[config.mk]
export PLATFORM = sky130hd
export DESIGN_NAME = ondf_div
export DESIGN_NICKNAME = d
export VERILOG_FILES = /design/src/rtl/core/ondf_div.sv
export SDC_FILE = /design/constraint.sdc
export NUM_CORES = 2
export LEC_CHECK = 0
export BUFFER_PORTS_ARGS = -buffer_cell sky130_fd_sc_hd__buf_2
export CAP_MARGIN = 20
export CORE_UTILIZATION = 69
export DETAILED_ROUTE_END_ITERATION = 10
export GPL_ROUTABILITY_DRIVEN = 0
export PLACE_DENSITY = 0.86
export REMOVE_ABC_BUFFERS = 1
export SKIP_LAST_GASP = 1
export SLEW_MARGIN = 10
export SYNTH_ARGS = -nofsm -noshare
export SYNTH_HDL_FRONTEND = slang
export SYNTH_SLANG_ARGS = --single-unit
[constraint.sdc]
create_clock -name clk -period 7.6 [get_ports clk]
set_clock_uncertainty 0.05 [all_clocks]
set_input_delay 1.14 -clock clk [delete_from_list [all_inputs] [get_ports clk]]
set_output_delay 1.14 -clock clk [all_outputs]
set_load 0.01 [all_outputs]
[src/rtl/core/ondf_div.sv]
// ----------------------------------------------------------------------------
// ondf_div
// Pipelined restoring divider, one quotient bit per stage. The starting
// remainder must be below the divisor; dividend bits shift in MSB first.
// ----------------------------------------------------------------------------
module ondf_div #(
  parameter int DW = 33,
  parameter int QW = 29
) (
  input  logic          clk,
  input  logic          en,
  input  logic [DW-1:0] rem0,
  input  logic [QW-1:0] bits,
  input  logic [DW-1:0] den,
  output logic [QW-1:0] quo
);

  logic [DW-1:0] rem_r [QW];
  logic [DW-1:0] den_r [QW];
  logic [QW-1:0] bit_r [QW];
  logic [QW-1:0] quo_r [QW];

  for (genvar s = 0; s < QW; s++) begin : g_stg
    logic [DW-1:0] r_in;
    logic [DW-1:0] d_in;
    logic [QW-1:0] b_in;
    logic [QW-1:0] q_in;
    logic [DW:0]   sh;
    logic [DW:0]   diff;
    logic          ge;
    if (s == 0) begin : g_first
      assign r_in = rem0;
      assign d_in = den;
      assign b_in = bits;
      assign q_in = '0;
    end else begin : g_next
      assign r_in = rem_r[s-1];
      assign d_in = den_r[s-1];
      assign b_in = bit_r[s-1];
      assign q_in = quo_r[s-1];
    end
    assign sh   = {r_in, b_in[QW-1]};
    assign diff = sh - {1'b0, d_in};
    assign ge   = sh >= {1'b0, d_in};
    always_ff @(posedge clk) begin
      if (en) begin
        rem_r[s] <= ge ? diff[DW-1:0] : sh[DW-1:0];
        den_r[s] <= d_in;
        bit_r[s] <= {b_in[QW-2:0], 1'b0};
        quo_r[s] <= {q_in[QW-2:0], ge};
      end
    end
  end

  assign quo = quo_r[QW-1];

endmodule

## After elaboration in Yosys (flattened, before gate mapping)

Memories as Yosys holds them, arrays and structs flattened.
Cells that the tools add are included.
Widths: inputs -> output; s select.

- $add $sub $neg: 29
- Order comparisons: 29
- Multiplexer cells: 31

Operators by type and width:

| cell | number |
|---|---|
| $ge 34x33->1 | 29 |
| $mux 33 | 29 |
| $sub 33x33->33 | 29 |
| $mux 1 | 2 |

- Flip-flop bits (word level): 0
- Memory bits (writable): 3567
- Output and inout bits: 29
- Memories: 4

Memory list:

| memory | words | width | rd ports | clocked after Yosys merged registers in | write ports | line | RTL |
|---|---|---|---|---|---|---|---|
| den_r | 29 | 33 | 28 | 0 | 29 | 19 | `logic [DW-1:0] den_r [QW];` |
| rem_r | 29 | 33 | 28 | 0 | 29 | 18 | `logic [DW-1:0] rem_r [QW];` |
| quo_r | 29 | 29 | 29 | 0 | 29 | 21 | `logic [QW-1:0] quo_r [QW];` |
| bit_r | 29 | 28 | 28 | 0 | 29 | 20 | `logic [QW-1:0] bit_r [QW];` |

## Depth between registers and ports, before layout

An unclocked memory read counts as a cell.

- Depth after elaboration: 3
- Gate-level depth with buffers: 17
- Mapped depth without buffers: 15

## Worst setup path before layout

No wires, ideal clock.

- Path kind: input to register
- Start: in den[11]
- End: mem rem_r[0][0] (data pin)
- Library setup time: 267 ps
- Arrival: 3724 ps
- Required time: 7283 ps
- Setup slack: 3558 ps
- Stages: 13
- Buffers on the path: 2
- Cells stage by stage: inv_1 -> ha_1 -> clkbuf_1 -> a21o_1 -> a221o_1 -> a32oi_1 -> nand4_1 -> and3b_1 -> o31ai_1 -> a31oi_1 -> o21ai_1 -> clkbuf_1 -> o21ai_0

RTL lines:

| what | line | RTL |
|---|---|---|
| start: declaration | 14 | `input logic [DW-1:0] den,` |
| end: declaration | 18 |  |

==> results.ini <==
[clock_network]
cts_max_level = 5
path_clk_slew_ps = 60
clock_latency_ps = 950
root_buffer = clkbuf_16
clockBufferDepth = 4
cts_tree = done
cts_hold_buf = 0
cts_resized = 0
cts_setup_buffers = 0
cts_made_buffers = 292
clkSinkCount = 2689

[setup_path]
required_ps = 8230
critPathLaunchType = flip-flop
crit_arrival_ps = 5790
critPathCaptureType = flip-flop
critical_path_class = flip-flop to flip-flop
path_max_fanout = 23

[logic_synthesis]
synth.top_cell.area_share = 0.572
postSynthCellCount = 11718
ys.flop_type = edfxtp_1
postSynthAreaPerCell_sq_um = 12.0
synth_area_leaders = edfxtp_1 (57%), ha_1 (8.5%), a21oi_1 (3.9%)
ys_async_sr_fraction = 0
ys_warn_count = 0
synth_top_area_cell = edfxtp_1
synth-seq-cells = 2689
yosysSeqAreaShare = 0.572
ys_types = 93
syn_area_sq_mm = 0.141
synth_edf_count = 2689

[placed_design]
dp_cells = 14339
dp_hpwl_um = 219000
portBuffers = 125

[drt]
wl_per_cell_um = 20.9
ant_nets = 0
wl_um = 311000
vias = 95025
drt-initial-drc-count = 9719
first_pass_iters = 9
drcViolationCount = 0
viasPerCell = 6.40

[timing]
fmax_mhz = 194
tns_ps = 0
fin_crit_ps = 5160
finalCritPeriodShare = 0.679
max_slew_margin = 0.274
rsz0062_at_grt = false
slew_violations = 0
tightest_slew_ps = 1090
hold_viol = 0
setup_viol = 0

[die]
start_util = 0.696
die_area_sq_mm = 0.206
core_area_sq_mm = 0.203
die_w_um = 454
rows = 165
ios = 126
die_y_um = 454

[layout]
fin_cells = 14847
fillers = 11711
nets = 13046
drive_above_1_share = 0.0928
syn_to_final_growth_pct = 9.21

[pwr]
ir_drop_uv = 324
powerDensity_mw_per_mm2 = 438
p_leak_nw = 62.7

[global_route]
grt_start_max_net_pins = 179
grt_pass1_vias = 95693
antenna_found_initial = 5
grt.total_usage = 0.300
grt_pass1_wl_um = 496000
grt_overflow = 0

[hold_path]
hp-class = input pin to flip-flop

[flow_run]
cap_violations = 0

[outcome]
status = completed

-- stage by stage --
step / setup WS [ps] / util / hold WS (ps) / instance area (sq um) / total power (W)
floorplan: 1530 / - / 350 / 140000 / 0.0456
global placement: 2260 / 0.715 / 350 / 145000 / 0.0512
detailed placement: 2250 / 0.715 / 355 / 145000 / 0.0528
CTS: 2670 / 0.760 / 247 / 154000 / 0.0670
global route: 2260 / 0.760 / 275 / 154000 / 0.0713
finish: 2440 / 0.760 / 311 / 154000 / 0.0675
-- cell type report --
class                   instances  area, sq um  share of cell area
diodes                          4         10.0           0.0000650
clock buffers                 353         7710              0.0500
clock inverters               148         1350             0.00877
inverters                    1220         4580              0.0297
multi-input cells            7567        54900               0.357
flip-flops and latches       2689        80700               0.524
well taps                    2672         3340              0.0217
repair buffers                194         1400             0.00907
-- where the power goes --
group,switching (W),internal [W],total [W]
logic,0.0170,0.0132,0.0302
registers,0.00215,0.0216,0.0237
clock network,0.00564,0.00798,0.0136
total,0.0248,0.0427,0.0675
-- routing by layer --
metal / vias to the layer above / GRT usage / share of wire / wire length (um)
met5: - / 0 / 0.00014 / 44
met4: 6 / 0.152 / 0.052 / 16300
met3: 1124 / 0.0491 / 0.069 / 21400
met2: 4567 / 0.530 / 0.51 / 157000
met1: 45587 / 0.354 / 0.37 / 116000
li1: 43741 / - / - / -
-- sequential cells by signal, summed over array words and instances, names as in the netlist --
name	count
quo_r	435
bit_r	406
rem_r	924
den_r	924
-- path summary, 6_finish.rpt --
path | from | to | slack [ps] | cells past startpoint
min | bits[6] | bit_r[0][6] | 310 | 1
max reg2reg | bit_r[0][83] | rem_r[0][112] | 2440 | 15
max | bit_r[0][83] | rem_r[0][112] | 2440 | 15
min reg2reg | quo_r[1][4] | quo_r[1][34] | 340 | 0
-- synth_stat cells (all sizes together) (114+ instances only) --
| library cell | count |
|---|---|
| a21o | 519 |
| a21oi | 1098 |
| clkbuf | 211 |
| edfxtp | 2689 |
| ha | 957 |
| inv | 1218 |
| mux2 | 457 |
| nand2 | 557 |
| nand3 | 185 |
| nand4 | 157 |
| nor2 | 751 |
| nor2b | 122 |
| nor3 | 114 |
| o21ai | 496 |
| o21bai | 158 |
| xnor2 | 518 |
| xor2 | 262 |
-- logic make-up (layout without fill, tap and decap cells) --
family | Yosys count | count (layout) | share of synthesized area
mux | 479 | 479 | 0.0384
flops | 2689 | 2689 | 0.572
fa+ha+maj | 985 | 985 | 0.0888
xor+xnor | 780 | 780 | 0.0484
buf+inv | 1462 | 1915 | 0.0392
other cells | 0 | 4 | 0
compound gates | 3009 | 3009 | 0.135
simple gates | 2314 | 2314 | 0.0782
-- worst max-delay path: stages, from the launching register on --
cell	delay, ps
edfxtp_1	390
inv_1	70
ha_1	190
inv_1	80
fa_1	460
a211oi_1	440
o21ai_0	290
a21oi_1	440
or3b_2	250
a21oi_1	110
o41ai_1	570
o311ai_0	200
nand2_1	430
buf_4	360
inv_1	210
mux2_2	330
-- layout by cell type, fill, tap and decap left out, types with 54 or more instances in the layout --
cell type | netlist | layout
edfxtp_1 | 2689 | 2689
inv_1 | 1217 | 1217
a21oi_1 | 1097 | 1095
ha_1 | 957 | 957
nor2_1 | 751 | 750
nand2_1 | 557 | 556
a21o_1 | 519 | 519
xnor2_1 | 518 | 518
o21ai_0 | 487 | 486
mux2_2 | 443 | 443
clkbuf_16 | 0 | 300
xor2_1 | 262 | 262
nand3_1 | 185 | 185
o21bai_1 | 158 | 158
nand4_1 | 157 | 157
buf_2 | 16 | 124
nor2b_1 | 122 | 122
nor3_1 | 114 | 114
nand2b_1 | 111 | 111
a31oi_1 | 104 | 104
o21a_1 | 101 | 101
and3_1 | 86 | 86
a211oi_1 | 74 | 74
o31ai_1 | 64 | 63
clkinv_1 | 2 | 57
clkbuf_1 | 211 | 54
(Power assumes the default switching activity.)
