===== src/rtl/core/ondf_isqrt.sv =====
// ----------------------------------------------------------------------------
// ondf_isqrt
// Pipelined integer square root, one result bit per stage.
// ----------------------------------------------------------------------------
module ondf_isqrt #(
  parameter int IW = 62
) (
  input  logic              clk,
  input  logic              en,
  input  logic [IW-1:0]     x,
  output logic [IW/2-1:0]   root
);

  localparam int N = IW / 2;

  logic [IW-1:0] x_r [N];
  logic [IW-1:0] r_r [N];

  for (genvar s = 0; s < N; s++) begin : g_stg
    localparam logic [IW-1:0] BIT = {{(IW-1){1'b0}}, 1'b1} << (IW - 2 - 2 * s);
    logic [IW-1:0] x_in;
    logic [IW-1:0] r_in;
    logic [IW-1:0] t;
    logic          ge;
    if (s == 0) begin : g_first
      assign x_in = x;
      assign r_in = '0;
    end else begin : g_next
      assign x_in = x_r[s-1];
      assign r_in = r_r[s-1];
    end
    assign t  = r_in + BIT;
    assign ge = x_in >= t;
    always_ff @(posedge clk) begin
      if (en) begin
        x_r[s] <= ge ? x_in - t : x_in;
        r_r[s] <= ge ? (r_in >> 1) + BIT : r_in >> 1;
      end
    end
  end

  assign root = r_r[N-1][N-1:0];

endmodule


===== config.mk =====
export PLATFORM = sky130hd
export DESIGN_NAME = ondf_isqrt
export DESIGN_NICKNAME = d
export VERILOG_FILES = /design/src/rtl/core/ondf_isqrt.sv
export SDC_FILE = /design/constraint.sdc
export NUM_CORES = 2
export LEC_CHECK = 0
export BUFFER_PORTS_ARGS = -buffer_cell sky130_fd_sc_hd__buf_2
export CAP_MARGIN = 10
export CELL_PAD_IN_SITES_DETAIL_PLACEMENT = 1
export CELL_PAD_IN_SITES_GLOBAL_PLACEMENT = 1
export CORE_AREA = 5 5 536 538
export DETAILED_ROUTE_END_ITERATION = 6
export DIE_AREA = 0 0 541 543
export HOLD_SLACK_MARGIN = 0.06
export PLACE_DENSITY_LB_ADDON = 0.1
export SYNTH_ARGS = -nofsm -noshare
export SYNTH_HDL_FRONTEND = slang
export SYNTH_SLANG_ARGS = --single-unit

===== constraint.sdc =====
create_clock -name clk -period 3.2 [get_ports clk]
set_clock_uncertainty 0.05 [all_clocks]
set_input_delay 0.16 -clock clk [delete_from_list [all_inputs] [get_ports clk]]
set_output_delay 0.16 -clock clk [all_outputs]
set_load 0.02 [all_outputs]

* After elaboration in Yosys (flattened, before gate mapping)
Memories as Yosys holds them, arrays and structs flattened. Cells that the tools add are included.
Storage, ports and cells: flip-flop bits (word level) 0, memory bits (writable) 3844, bits of input ports 64, output and inout bits 31, word-level logic and storage cells 188, memories kept 2
Memory list:
- r_r | words 31, bits a word 62, rd ports 31, clocked after Yosys merged registers in 0, write ports 31, RTL line 17 | logic [IW-1:0] r_r [N];
- x_r | words 31, bits a word 62, rd ports 30, clocked after Yosys merged registers in 0, write ports 31, RTL line 16 | logic [IW-1:0] x_r [N];
Cells by class: add/subtract/negate cells 91, order comparisons 31, muxes and demuxes 64
Operators with widths (number):
- $mux W62 | 61
- $ge A62 B62 Y1 | 30
- $sub A62 B62 Y62 | 30
- $add A61 B1 Y62 const B | 1
- $add A61 B11 Y62 const B | 1
- $add A61 B13 Y62 const B | 1
- $add A61 B15 Y62 const B | 1
- $add A61 B17 Y62 const B | 1
- $add A61 B19 Y62 const B | 1
- $add A61 B21 Y62 const B | 1
- $add A61 B23 Y62 const B | 1
- $add A61 B25 Y62 const B | 1
- $add A61 B27 Y62 const B | 1
- $add A61 B29 Y62 const B | 1
- $add A61 B3 Y62 const B | 1
- $add A61 B31 Y62 const B | 1
- $add A61 B33 Y62 const B | 1
- $add A61 B35 Y62 const B | 1
- $add A61 B37 Y62 const B | 1
- $add A61 B39 Y62 const B | 1
- $add A61 B41 Y62 const B | 1
- $add A61 B43 Y62 const B | 1
- $add A61 B45 Y62 const B | 1
- $add A61 B47 Y62 const B | 1
- other kinds (43) | 44

* Longest topological paths before layout
An unclocked memory read counts as a cell.
word-level depth 4, gate-level depth with buffers 15, gate-level depth less buffers 12

* Worst setup path after synthesis
OpenSTA, ideal clock, no wires.
path type register -> register, from memory x_r[20][39] (netlist: x_r[1][287]), to memory x_r[21][51] (netlist: x_r[1][361]) (data pin), library setup time 0.271 ns, arrival time 3.227 ns, data required time 2.879 ns, path slack -0.348 ns, stages on the path, launching flop included 15, path buffers 3, period minus slack after synthesis 3.548 ns, cells stage by stage edfxtp_1 -> ha_1 -> clkbuf_1 -> nand3b_1 -> or4b_2 -> nor3_1 -> a211oi_1 -> nor2b_1 -> or3b_1 -> clkbuf_1 -> o211ai_1 -> or3_1 -> clkbuf_1 -> nor4_1 -> xor2_1
RTL lines (RTL line):
- from (decl) | 16

==> reports/summary.txt <==
Leakage: 60.5 nW
DR DRC count: 0
vias in the first global route: 86.0k
WL per Instance: 22.4 microns
Period minus WS final: 3.95 ns
Tightest Pin Transition: 0.889 ns
Synth area leader: edfxtp_1
fraction of the mapped netlist area in adder cells: 5.85%
ranking of synthesized cells by area: edfxtp_1, ha_1, xnor2_1
Synth-to-Final Area Change: 36.3%
register area share after synthesis: 63.0%
crit path cell chain: ha_4 -> buf_6 -> nand4b_1 -> nor4_4 -> nand4_1 -> or3_4 -> nand4b_1 -> o21ba_4 -> nor2_4 -> nand3_4 -> buf_8 -> nor4_4 -> xor2_1
Worst Hold Class: in2reg
post-route cell area: 0.153 sq mm
RSZ-0062 raised after global routing: yes
WHS: 0.291 ns
PwrDens: 677 mW/mm^2
Setup CP Type: reg2reg
Synth Area in Compound Gates: 8.90%
drt via density: 5.28
core area: 0.282 sq mm
final core utilization: 54.4%
antenna violations before repair: 24
slowest CP cell: nor4_4
post-synthesis register bit count: 2356
setup ws final: -0.747 ns
Main synth FF type: edfxtp_1
ANT nets after route: 0
hold path start: x[60]
Largest stage delay, worst path: 0.59 ns
crit share post-route: 123%
most common cell in the netlist: edfxtp_1
Post-synth top cells: edfxtp_1, nor2_1, a21oi_1
Critical Path End Type: flip-flop
final hold violations: 0
io pins: 95
DRT iter0 DRCs: 4734
distinct cell type count after synthesis: 93
clock input transition at the sequential cells of the worst setup and hold paths: 0.06 ns
CP startpoint kind: flip-flop
port bufs: 94
Post-synth EDFFs: 2356
share of layout cells above drive strength 1: 33.1%
first-pass GRT wire length: 517000 microns
FMAX: 253 MHz
CP Data Required Time: 3.80 ns
Syn Area/Cell: 12.6 sq um
Syn Std Cell Area: 0.112 sq mm
MaxCap Viol Count: 0
crit path from: x_r[1][388]
final setup vio count: 311
NumNets Final: 12.0k
Rel. slew slack: 40.2%
largest family of logic cells by synthesized area: simple AND/OR/NAND/NOR gates
fin. max-slew vios: 0
Clock Tree Buf Depth: 4
Simple-Gate Fraction of Synth Area: 12.1%
row count: 195
Synth Area in XOR/XNOR: 6.48%
failing checks: negative setup slack
Async S/R FF share, synth: 0%
cells after synthesis: 8921
clk sinks: 2356
WP data arrival: 4.55 ns
Ys Warns: 0
clock latency on the worst-skew pair: 0.89 ns
All-Layer GR Usage: 22.5%
Reg2Reg Launch Point: x_r[1][388]
Die ar.: 0.294 sq mm
Post-DP HPWL: 249000 microns
Initial Util: 39.9%
Die X: 541 microns
Num CTS Buffers: 274
total grt overflow: 0
Peak VDD IR: 440 uV
CP delay by family, top: simple AND/OR/NAND/NOR gates
syn nets: 9510
post-synth top area share: 63.0%
status: finished, violations left
mux cell area share after synthesis: 0.918%
Die Y-Extent: 543 microns
Final GP Congestion: 0.862
Buf+Inv Stages, Crit Path: 2
CTS tree: built
Routed WL: 345000 microns
Placed Instance Area: 0.131 sq mm
H-tree Lvls: 5
crit path max fanout: 6
pin count of the biggest net entering global routing: 153
CTS root buf: clkbuf_16
first-pass detailed-route iteration total: 7
via count: 81.3k
per-stage QoR:
step           setup TNS (ns)  worst slack, ns  cells  total power (W)
6_report               -71.82           -0.747  15390            0.104
5_1_grt               -106.61           -0.820  15387            0.109
4_1_cts                -56.55           -0.671  15204            0.102
3_5_place_dp          -226.83            -1.48  14395           0.0677
3_3_place_gp          -194.93            -1.40  14395           0.0672
2_1_floorplan           -2.14           -0.210   8921           0.0552
power breakdown:
| part | total [W] | internal [W] | switching (W) |
|---|---|---|---|
| Clock | 0.0313 | 0.0183 | 0.0130 |
| Sequential | 0.0425 | 0.0392 | 0.00330 |
| Combinational | 0.0297 | 0.0145 | 0.0153 |
| Total | 0.104 | 0.0720 | 0.0316 |
sequential cells by signal, summed over array words and instances, names as in the netlist:
| signal | cells |
|---|---|
| x_r | 1860 |
| r_r | 496 |
cell usage in the layout (no fill, tap or decap), types with 96 or more instances in the layout:
| master | Yosys | layout |
|---|---|---|
| a21o_1 | 197 | 196 |
| a21oi_1 | 627 | 522 |
| buf_4 | 0 | 1964 |
| buf_6 | 1 | 119 |
| clkbuf_16 | 0 | 297 |
| dlygate4sd3_1 | 0 | 126 |
| edfxtp_1 | 2356 | 2356 |
| ha_1 | 525 | 418 |
| inv_1 | 625 | 597 |
| nand2_1 | 573 | 471 |
| nand2b_1 | 126 | 113 |
| nand3_1 | 146 | 105 |
| nand4_1 | 139 | 139 |
| nor2_1 | 671 | 530 |
| nor2_4 | 0 | 96 |
| nor3_1 | 241 | 174 |
| nor4_1 | 313 | 241 |
| o21ai_0 | 340 | 226 |
| xnor2_1 | 459 | 404 |
| xor2_1 | 372 | 356 |
cell type report:
type / instances / area [sq um]
diodes: 5 / 12.5
clock buffers: 331 / 7200
repair buffers: 2418 / 20200
fillers: 28393 / 128000
inverters: 628 / 2400
multi-input cells: 5754 / 46100
flip-flops and latches: 2356 / 70700
clock inverters: 155 / 1700
well taps: 3743 / 4680
kinds of logic after synthesis:
family,after synthesis
buf+inv,812
xor+xnor,831
fa+ha+maj,525
simple gates,2680
mux,93
compound gates,1624
flops,2356
worst paths after layout:
path | cells past startpoint | endpoint | slack (ns)
hold reg to reg | 0 | x_r[1][66] | 0.36
setup reg to reg | 13 | x_r[1][487] | -0.75
setup / recovery | 13 | x_r[1][487] | -0.75
hold / removal | 4 | x_r[0][60] | 0.29
metal layers:
layer	track usage, %	part of all wire [%]	up-vias
li1	-	-	38340
met1	30.2	45	41287
met2	39.6	50	1211
met3	2.29	3.3	429
met4	4.67	2.0	6
met5	0	0.012	-
worst reg2reg max path, delay by kind of cell, from the launching register on:
kind	cells	cell delay [ns]
AOI/OAI and AO/OA	1	0.18
DFF	1	0.43
adders and majority gates	1	0.30
and+or+nand+nor	8	2.27
xor gates and xnor gates	1	0.27
buffers and inverters	2	0.27
timing repair:
action                                  CTS  global route
cloned                                   27            17
buffers inserted                        184           194
endpoints found under the setup margin  697           725
pin swaps                               329           368
hold buffers                            126             0
hold endpoints to repair                681             0
gates resized for setup                 889           873
Note: power is estimated with default switching activity, not from simulation.
